File: config.mk
export PLATFORM = sky130hd
export DESIGN_NAME = apm_div
export DESIGN_NICKNAME = d
export VERILOG_FILES = /design/src/design/apm_pkg.sv /design/src/design/apm_div.sv
export SDC_FILE = /design/constraint.sdc
export NUM_CORES = 1
export LEC_CHECK = 0
export ABC_CLOCK_PERIOD_IN_PS = 5200
export BUFFER_PORTS_ARGS = -buffer_cell sky130_fd_sc_hd__buf_2
export CAP_MARGIN = 15
export CORE_MARGIN = 2
export CORE_UTILIZATION = 52
export CTS_BUF_LIST = sky130_fd_sc_hd__clkbuf_4
export CTS_CLUSTER_SIZE = 24
export DETAILED_ROUTE_END_ITERATION = 10
export PLACE_DENSITY = 0.7
export SYNTH_ARGS = -nofsm -noshare
export SYNTH_HDL_FRONTEND = slang
export SYNTH_SLANG_ARGS = --single-unit
File: constraint.sdc
create_clock -name clk -period 5.2 [get_ports clk]
set_input_delay 1.56 -clock clk [delete_from_list [all_inputs] [get_ports clk]]
set_output_delay 1.56 -clock clk [all_outputs]
set_load 0.05 [all_outputs]
File: src/design/apm_pkg.sv
package apm_pkg;

    localparam int MaxRankDef    = 4;
    localparam int StoreDepthDef = 4096;

    localparam int IdxW     = 12;
    localparam int ValW     = 64;
    localparam int DimW     = 13;
    localparam int RankW    = 3;
    localparam int PermW    = 8;
    localparam int AxisW    = 2;
    localparam int NumAxes  = 4;
    localparam int CfgIdxW  = 3;
    localparam int CfgDataW = 13;

    localparam int DivSteps  = 2;
    localparam int DivStages = IdxW / DivSteps;

    localparam logic [DimW-1:0] ProdCap = DimW'(1 << IdxW);

    localparam logic OP_WRITE = 1'b0;
    localparam logic OP_READ  = 1'b1;

    typedef enum logic [CfgIdxW-1:0] {
        CFG_RANK = 3'd0,
        CFG_DIM0 = 3'd1,
        CFG_DIM1 = 3'd2,
        CFG_DIM2 = 3'd3,
        CFG_DIM3 = 3'd4,
        CFG_PERM = 3'd5
    } cfg_reg_t;

    typedef struct packed {
        logic            operation;
        logic [IdxW-1:0] index;
        logic [ValW-1:0] value;
    } req_word_t;

    typedef struct packed {
        logic [ValW-1:0] value_out;
        logic [IdxW-1:0] source_index;
        logic            error;
    } rsp_word_t;

    typedef struct packed {
        logic                          vld;
        logic                          op;
        logic                          err;
        logic [IdxW-1:0]               idx;
        logic [ValW-1:0]               val;
        logic [IdxW-1:0]               quo;
        logic [NumAxes-1:0][DimW-1:0]  coord;
    } item_t;

    function automatic logic [DimW-1:0] sat_mul(input logic [DimW-1:0] a,
                                                input logic [DimW-1:0] b);
        logic [2*DimW-1:0] p;
        p = (2*DimW)'(a) * (2*DimW)'(b);
        if (p > (2*DimW)'(ProdCap))
            return ProdCap;
        return p[DimW-1:0];
    endfunction

endpackage

File: src/design/apm_div.sv
module apm_div (
    input  logic                      clk,
    input  logic                      rst_n,
    input  logic                      advance,
    input  logic [apm_pkg::DimW-1:0]  ext,
    input  logic                      en,
    input  logic [apm_pkg::AxisW-1:0] ax,
    input  apm_pkg::item_t            din,
    output apm_pkg::item_t            dout
);

    localparam int Stages = apm_pkg::DivStages;
    localparam int DimW   = apm_pkg::DimW;
    localparam int IdxW   = apm_pkg::IdxW;

    apm_pkg::item_t  st_reg  [Stages];
    apm_pkg::item_t  st_next [Stages];
    logic [DimW-1:0] rem_reg [Stages];
    logic [DimW-1:0] rem_next[Stages];

    always_comb
    begin
        apm_pkg::item_t  it;
        logic [DimW-1:0] rem;
        logic [DimW:0]   r;
        for (int s = 0; s < Stages; s++)
        begin
            if (s == 0)
            begin
                it  = din;
                rem = '0;
            end
            else
            begin
                it  = st_reg[s-1];
                rem = rem_reg[s-1];
            end
            for (int t = 0; t < apm_pkg::DivSteps; t++)
            begin
                r      = {rem, it.quo[IdxW-1]};
                it.quo = {it.quo[IdxW-2:0], 1'b0};
                if (r >= {1'b0, ext})
                begin
                    r         = r - {1'b0, ext};
                    it.quo[0] = 1'b1;
                end
                rem = r[DimW-1:0];
            end
            st_next[s]  = it;
            rem_next[s] = rem;
        end
    end

    always_ff @(posedge clk or negedge rst_n)
    begin
        if (!rst_n)
        begin
            for (int s = 0; s < Stages; s++)
            begin
                st_reg[s]  <= '0;
                rem_reg[s] <= '0;
            end
        end
        else if (advance)
        begin
            for (int s = 0; s < Stages; s++)
            begin
                st_reg[s]  <= st_next[s];
                rem_reg[s] <= rem_next[s];
            end
        end
    end

    always_comb
    begin
        dout = st_reg[Stages-1];
        if (en)
            dout.coord[ax] = rem_reg[Stages-1];
    end

endmodule

==> reports/results.env <==
STATUS='finished clean'
CTS_MADE_BUFFERS=234
SYNTH_SIMPLE_GATE_AREA_SHARE_PCT=5.14
DIE_AREA_SQ_MM=0.0865
POWER.SHARE.SEQUENTIAL_PCT=34.1
GRT.OVERFLOW.TOTAL=0
POWER_SWITCHING_SHARE_PCT=37.1
CTS_HOLD_REPAIR.BUFFERS=0
CLKSLEWWORSTSETUPHOLDPATHS_NS=0.08
VIA_COUNT_OF_THE_FIRST_GLOBAL_ROUTING_PASS=29000
WORSTSKEWPAIRLATENCY_NS=1.11
YOSYS.AREA_SHARE.XOR_XNOR_PCT=1.94
ANTENNA_FOUND_INITIAL=18
YOSYSWARNINGCOUNT=0
DESIGN.FINAL.NETS=4454
FINALCRITICALPERIOD_NS=4.80
FIN_WS_NS=0.399
ROW_COUNT=106
SYNTHDOMINANTAREACELLTYPE='sky130_fd_sc_hd__dfrtp_1'
SHARE_OF_THE_SYNTHESIZED_AREA_IN_THE_TOP_CELL_TYPE_PCT=53.5
DRTANTENNAVIOLNETS=0
DIEWIDTH_UM=294
WORSTMARGINPINSLEW_NS=0.972
PLACEMENT.IO_BUFFERS=304
CRIT_REQUIRED_NS=6.15
SYNTHFLOPTYPE='sky130_fd_sc_hd__dfrtp_1'
COMBINATIONALPOWERSHARE_PCT=45.9
IOS=305
VIAS=28500
RSZ0062_AT_GRT='no'
MAXIMUM_CLOCK_RATE_GHz=0.208
POWER.DENSITY_mW_PER_MM2=565
MIN_PATH_CELLS=1
DIEHEIGHT_UM=294
HOLDCRITPATHCLASS='flop to flop'
PLACE.DETAILED.INSTANCES=4980
DPL.HPWL_UM=68600
AVGVIACOUNTPERCELL=5.29
ROUTE.DETAILED.WL_PER_INST_UM=17.9
CTS.REPAIR_TIMING.SETUP_BUFFER_COUNT=0
SYNTHESIS.AREA_PER_INSTANCE_SQ_UM=13.1
SETUP_VIOL=0
CTS.SINKS=936
ROOT_BUFFER='sky130_fd_sc_hd__clkbuf_4'
MAIN_COMBINATIONAL_CELL_FAMILY_BY_AREA_AFTER_SYNTHESIS='multiplexers'
DRT-INITIAL-DRC-COUNT=1515
CTS.PATH.MAX_BUFFERS=3
GLOBALROUTETOTALUTIL_PCT=22.7
SWITCHINGPOWER_mW=11.0
GRT_PASS1_WL_UM=155000
WORST_VDD_DROP_mV=0.397
GRT_START_MAX_NET_PINS=153
SYN-INSTANCE-COUNT=3342
YS_SEQ_AREA_SHARE_PCT=53.5
WORSTPATHMAXFANOUT=11
CRIT_TYPE='primary input to flop'
DRT_PRE_ANTENNA_ITERS=7
ASYNC_FLOP_SHARE_PCT=100
TOTAL_LEAKAGE_POWER_nW=24.2
POST-ROUTE-PERIOD-UTIL_PCT=92.3
MAIN_AREA_CONTRIBUTORS_AFTER_SYNTHESIS='sky130_fd_sc_hd__dfrtp_1, sky130_fd_sc_hd__mux2_2, sky130_fd_sc_hd__ha_1, sky130_fd_sc_hd__a21oi_1, sky130_fd_sc_hd__buf_4'
SYNTHMUXAREASHARE_PCT=25.2
SYNTH_ADDER_AREA_SHARE_PCT=4.65
TIMING.MAX_CAP.VIOLATIONS=0
CRITICAL_PATH.ENDPOINT_TYPE='flop'
POWER.SHARE.CLOCK_PCT=19.9
REPORT.FINAL.SLEW_VIOL_COUNT=0
POWER.INTERNAL_mW=18.7
POST_SYNTHESIS_SEQUENTIAL_ELEMENT_COUNT=936
MAX-SLEW-MARGIN-REL_PCT=35.2
AREAGROWTHSYNTHTOFINISH_PCT=20.0
LAYOUT.CELLS.NON_FILLER=5392
WORST_EP_ARRIVAL_TIME_NS=5.76
PLACE_CONGESTION=0.927
DRC_ERRORS=0
PRE_CTS_SLACK_NS=-0.660
KIND_OF_START_POINT_OF_THE_CRITICAL_PATH='primary input'
SYNTH.CELL_AREA_SQ_MM=0.0438
TRITONCTS_CLOCK_TREE='built'
SYNTH-EDFF-COUNT=0
WORSTREGTOREGCELLS=20
POST_SYNTH_NUM_CELL_TYPES=89
CTSHTREEMAXLEVEL=4
REPORT.FINAL.HOLD_VIOL_COUNT=0
FINAL_LAYOUT_SIZE_SUFFIX_GT1_SHARE_PCT=49.7
INITIAL_CELL_DENSITY_OF_THE_CORE_PCT=52.4
POSTSYNTHNETCOUNT=3660
CORE_AREA_SQ_MM=0.0836
LARGEST_REG_FLOPS=705
DRT_WL_TOTAL_UM=96300
POST_CTS_RESIZE_COUNT=0
CLOCK-SKEW-FINAL_NS=0.0639
SYNTH_COMPOUND_AREA_SHARE_PCT=6.16
[per-layer routing]
metal	global-route usage [%]	vias up	part of all wire (%)	routed length, um
li1	-	13700	-	-
met1	31.4	14000	46	44400
met2	34.2	657	45	43400
met3	6.40	184	6.3	6050
met4	8.35	26	2.3	2250
met5	0	-	0.17	160
[power by group through the flow]
stage                     logic, mW  clock network [mW]  registers [mW]
after floorplan                9.42                   0            9.73
after global placement         13.4                   0            10.2
after detailed placement       13.6                   0            10.3
after CTS                      13.7                6.16            10.1
after global routing           14.8                6.55            10.3
final                          13.6                5.91            10.1
[final cells by class]
type                    instances  area [sq um]
well taps                    1080          1350
flip-flops and latches        936         23400
clock inverters                71           360
multi-input cells            2114         19100
diodes                          9          22.5
repair buffers                784          5530
fillers                      6607         31000
clock buffers                 332          2490
inverters                      66           263
[synth_stat cells, types with 7 or more instances]
master and count:
sky130_fd_sc_hd__a21oi_1 162, sky130_fd_sc_hd__xnor2_1 67, sky130_fd_sc_hd__nand3_1 30, sky130_fd_sc_hd__xor2_1 30, sky130_fd_sc_hd__dfrtp_1 936, sky130_fd_sc_hd__nand2_1 97, sky130_fd_sc_hd__or3_1 22, sky130_fd_sc_hd__o21ai_0 69
sky130_fd_sc_hd__nand2b_1 14, sky130_fd_sc_hd__mux2i_1 63, sky130_fd_sc_hd__mux2_2 922, sky130_fd_sc_hd__fa_1 11, sky130_fd_sc_hd__ha_1 145, sky130_fd_sc_hd__a21o_1 24, sky130_fd_sc_hd__o21a_1 25, sky130_fd_sc_hd__and2_1 7
sky130_fd_sc_hd__nand4_1 21, sky130_fd_sc_hd__nor3_1 38, sky130_fd_sc_hd__clkbuf_1 119, sky130_fd_sc_hd__inv_1 65, sky130_fd_sc_hd__a211oi_1 14, sky130_fd_sc_hd__and3_1 11, sky130_fd_sc_hd__buf_4 94, sky130_fd_sc_hd__a21boi_0 7
sky130_fd_sc_hd__o211ai_1 11, sky130_fd_sc_hd__o31ai_1 14, sky130_fd_sc_hd__nor4_1 8, sky130_fd_sc_hd__a31oi_1 9, sky130_fd_sc_hd__nor2_1 158, sky130_fd_sc_hd__nor2b_1 20, sky130_fd_sc_hd__or2_2 9
[final timing paths]
check	startpoint	end	slack [ns]
setup / recovery	ext[5]	rem_reg[14]	0.40
hold / removal	st_next[270]	st_next[127]	0.46
setup reg to reg	st_reg[778]	rem_reg[57]	0.74
hold reg to reg	st_next[270]	st_next[127]	0.46
max in group asynchronous	rst_n	st_next[520]	3.50
min in group asynchronous	rst_n	st_next[458]	0.57
[cell families (layout without fill, tap and decap cells)]
| family | after synthesis | in the layout |
|---|---|---|
| fa+ha+maj | 156 | 156 |
| xor+xnor | 97 | 97 |
| flops | 936 | 936 |
| compound gates | 411 | 411 |
| other cells | 0 | 9 |
| mux | 986 | 986 |
| buf+inv | 292 | 1253 |
| simple gates | 464 | 464 |
[through the flow]
stage                     hold WS, ns  utilization, %  cell area (sq um)  power [mW]  setup TNS (ns)
after global routing            0.462            62.9              52500        31.7               0
final                           0.456            62.9              52500        29.7               0
after detailed placement        0.467            59.4              49700        23.9          -39.39
after CTS                       0.450            62.9              52500        30.0               0
after global placement          0.460            59.4              49700        23.6          -31.66
after floorplan                 0.448               -              44100        19.2          -11.51
[worst max-delay path, stage by stage]
cell and delay [ns]:
sky130_fd_sc_hd__buf_2 0.12, sky130_fd_sc_hd__clkinvlp_4 0.28, sky130_fd_sc_hd__ha_1 0.44, sky130_fd_sc_hd__nand4_1 0.15
sky130_fd_sc_hd__o31ai_1 0.33, sky130_fd_sc_hd__nor3_1 0.13, sky130_fd_sc_hd__a21o_1 0.24, sky130_fd_sc_hd__buf_4 0.18
sky130_fd_sc_hd__o21ai_0 0.27, sky130_fd_sc_hd__ha_1 0.30, sky130_fd_sc_hd__o21a_1 0.18, sky130_fd_sc_hd__o31ai_2 0.08
sky130_fd_sc_hd__a21oi_1 0.15, sky130_fd_sc_hd__a41o_1 0.30, sky130_fd_sc_hd__o41ai_4 0.24, sky130_fd_sc_hd__o221a_2 0.30
sky130_fd_sc_hd__buf_12 0.15, sky130_fd_sc_hd__mux2i_1 0.09, sky130_fd_sc_hd__mux2_2 0.27
[placed cells by master, fill, tap and decap left out, types with 11 or more instances in the layout]
cell	n
sky130_fd_sc_hd__o21ai_0	66
sky130_fd_sc_hd__nand2b_1	14
sky130_fd_sc_hd__clkbuf_4	332
sky130_fd_sc_hd__inv_1	61
sky130_fd_sc_hd__ha_1	136
sky130_fd_sc_hd__a21oi_1	155
sky130_fd_sc_hd__nand3_1	29
sky130_fd_sc_hd__a21o_1	24
sky130_fd_sc_hd__buf_4	449
sky130_fd_sc_hd__or3_1	22
sky130_fd_sc_hd__buf_2	302
sky130_fd_sc_hd__o21a_1	25
sky130_fd_sc_hd__nand2_1	97
sky130_fd_sc_hd__nor2b_1	20
sky130_fd_sc_hd__mux2i_1	62
sky130_fd_sc_hd__nor2_1	158
sky130_fd_sc_hd__dfrtp_1	936
sky130_fd_sc_hd__xnor2_1	67
sky130_fd_sc_hd__nor3_1	38
sky130_fd_sc_hd__nand4_1	21
sky130_fd_sc_hd__mux2_2	918
sky130_fd_sc_hd__buf_12	31
sky130_fd_sc_hd__a211oi_1	12
sky130_fd_sc_hd__clkinv_1	51
sky130_fd_sc_hd__o211ai_1	11
sky130_fd_sc_hd__and3_1	11
sky130_fd_sc_hd__a21oi_2	12
sky130_fd_sc_hd__xor2_1	30
sky130_fd_sc_hd__o31ai_1	13
Power figures use the tool's default switching activity.
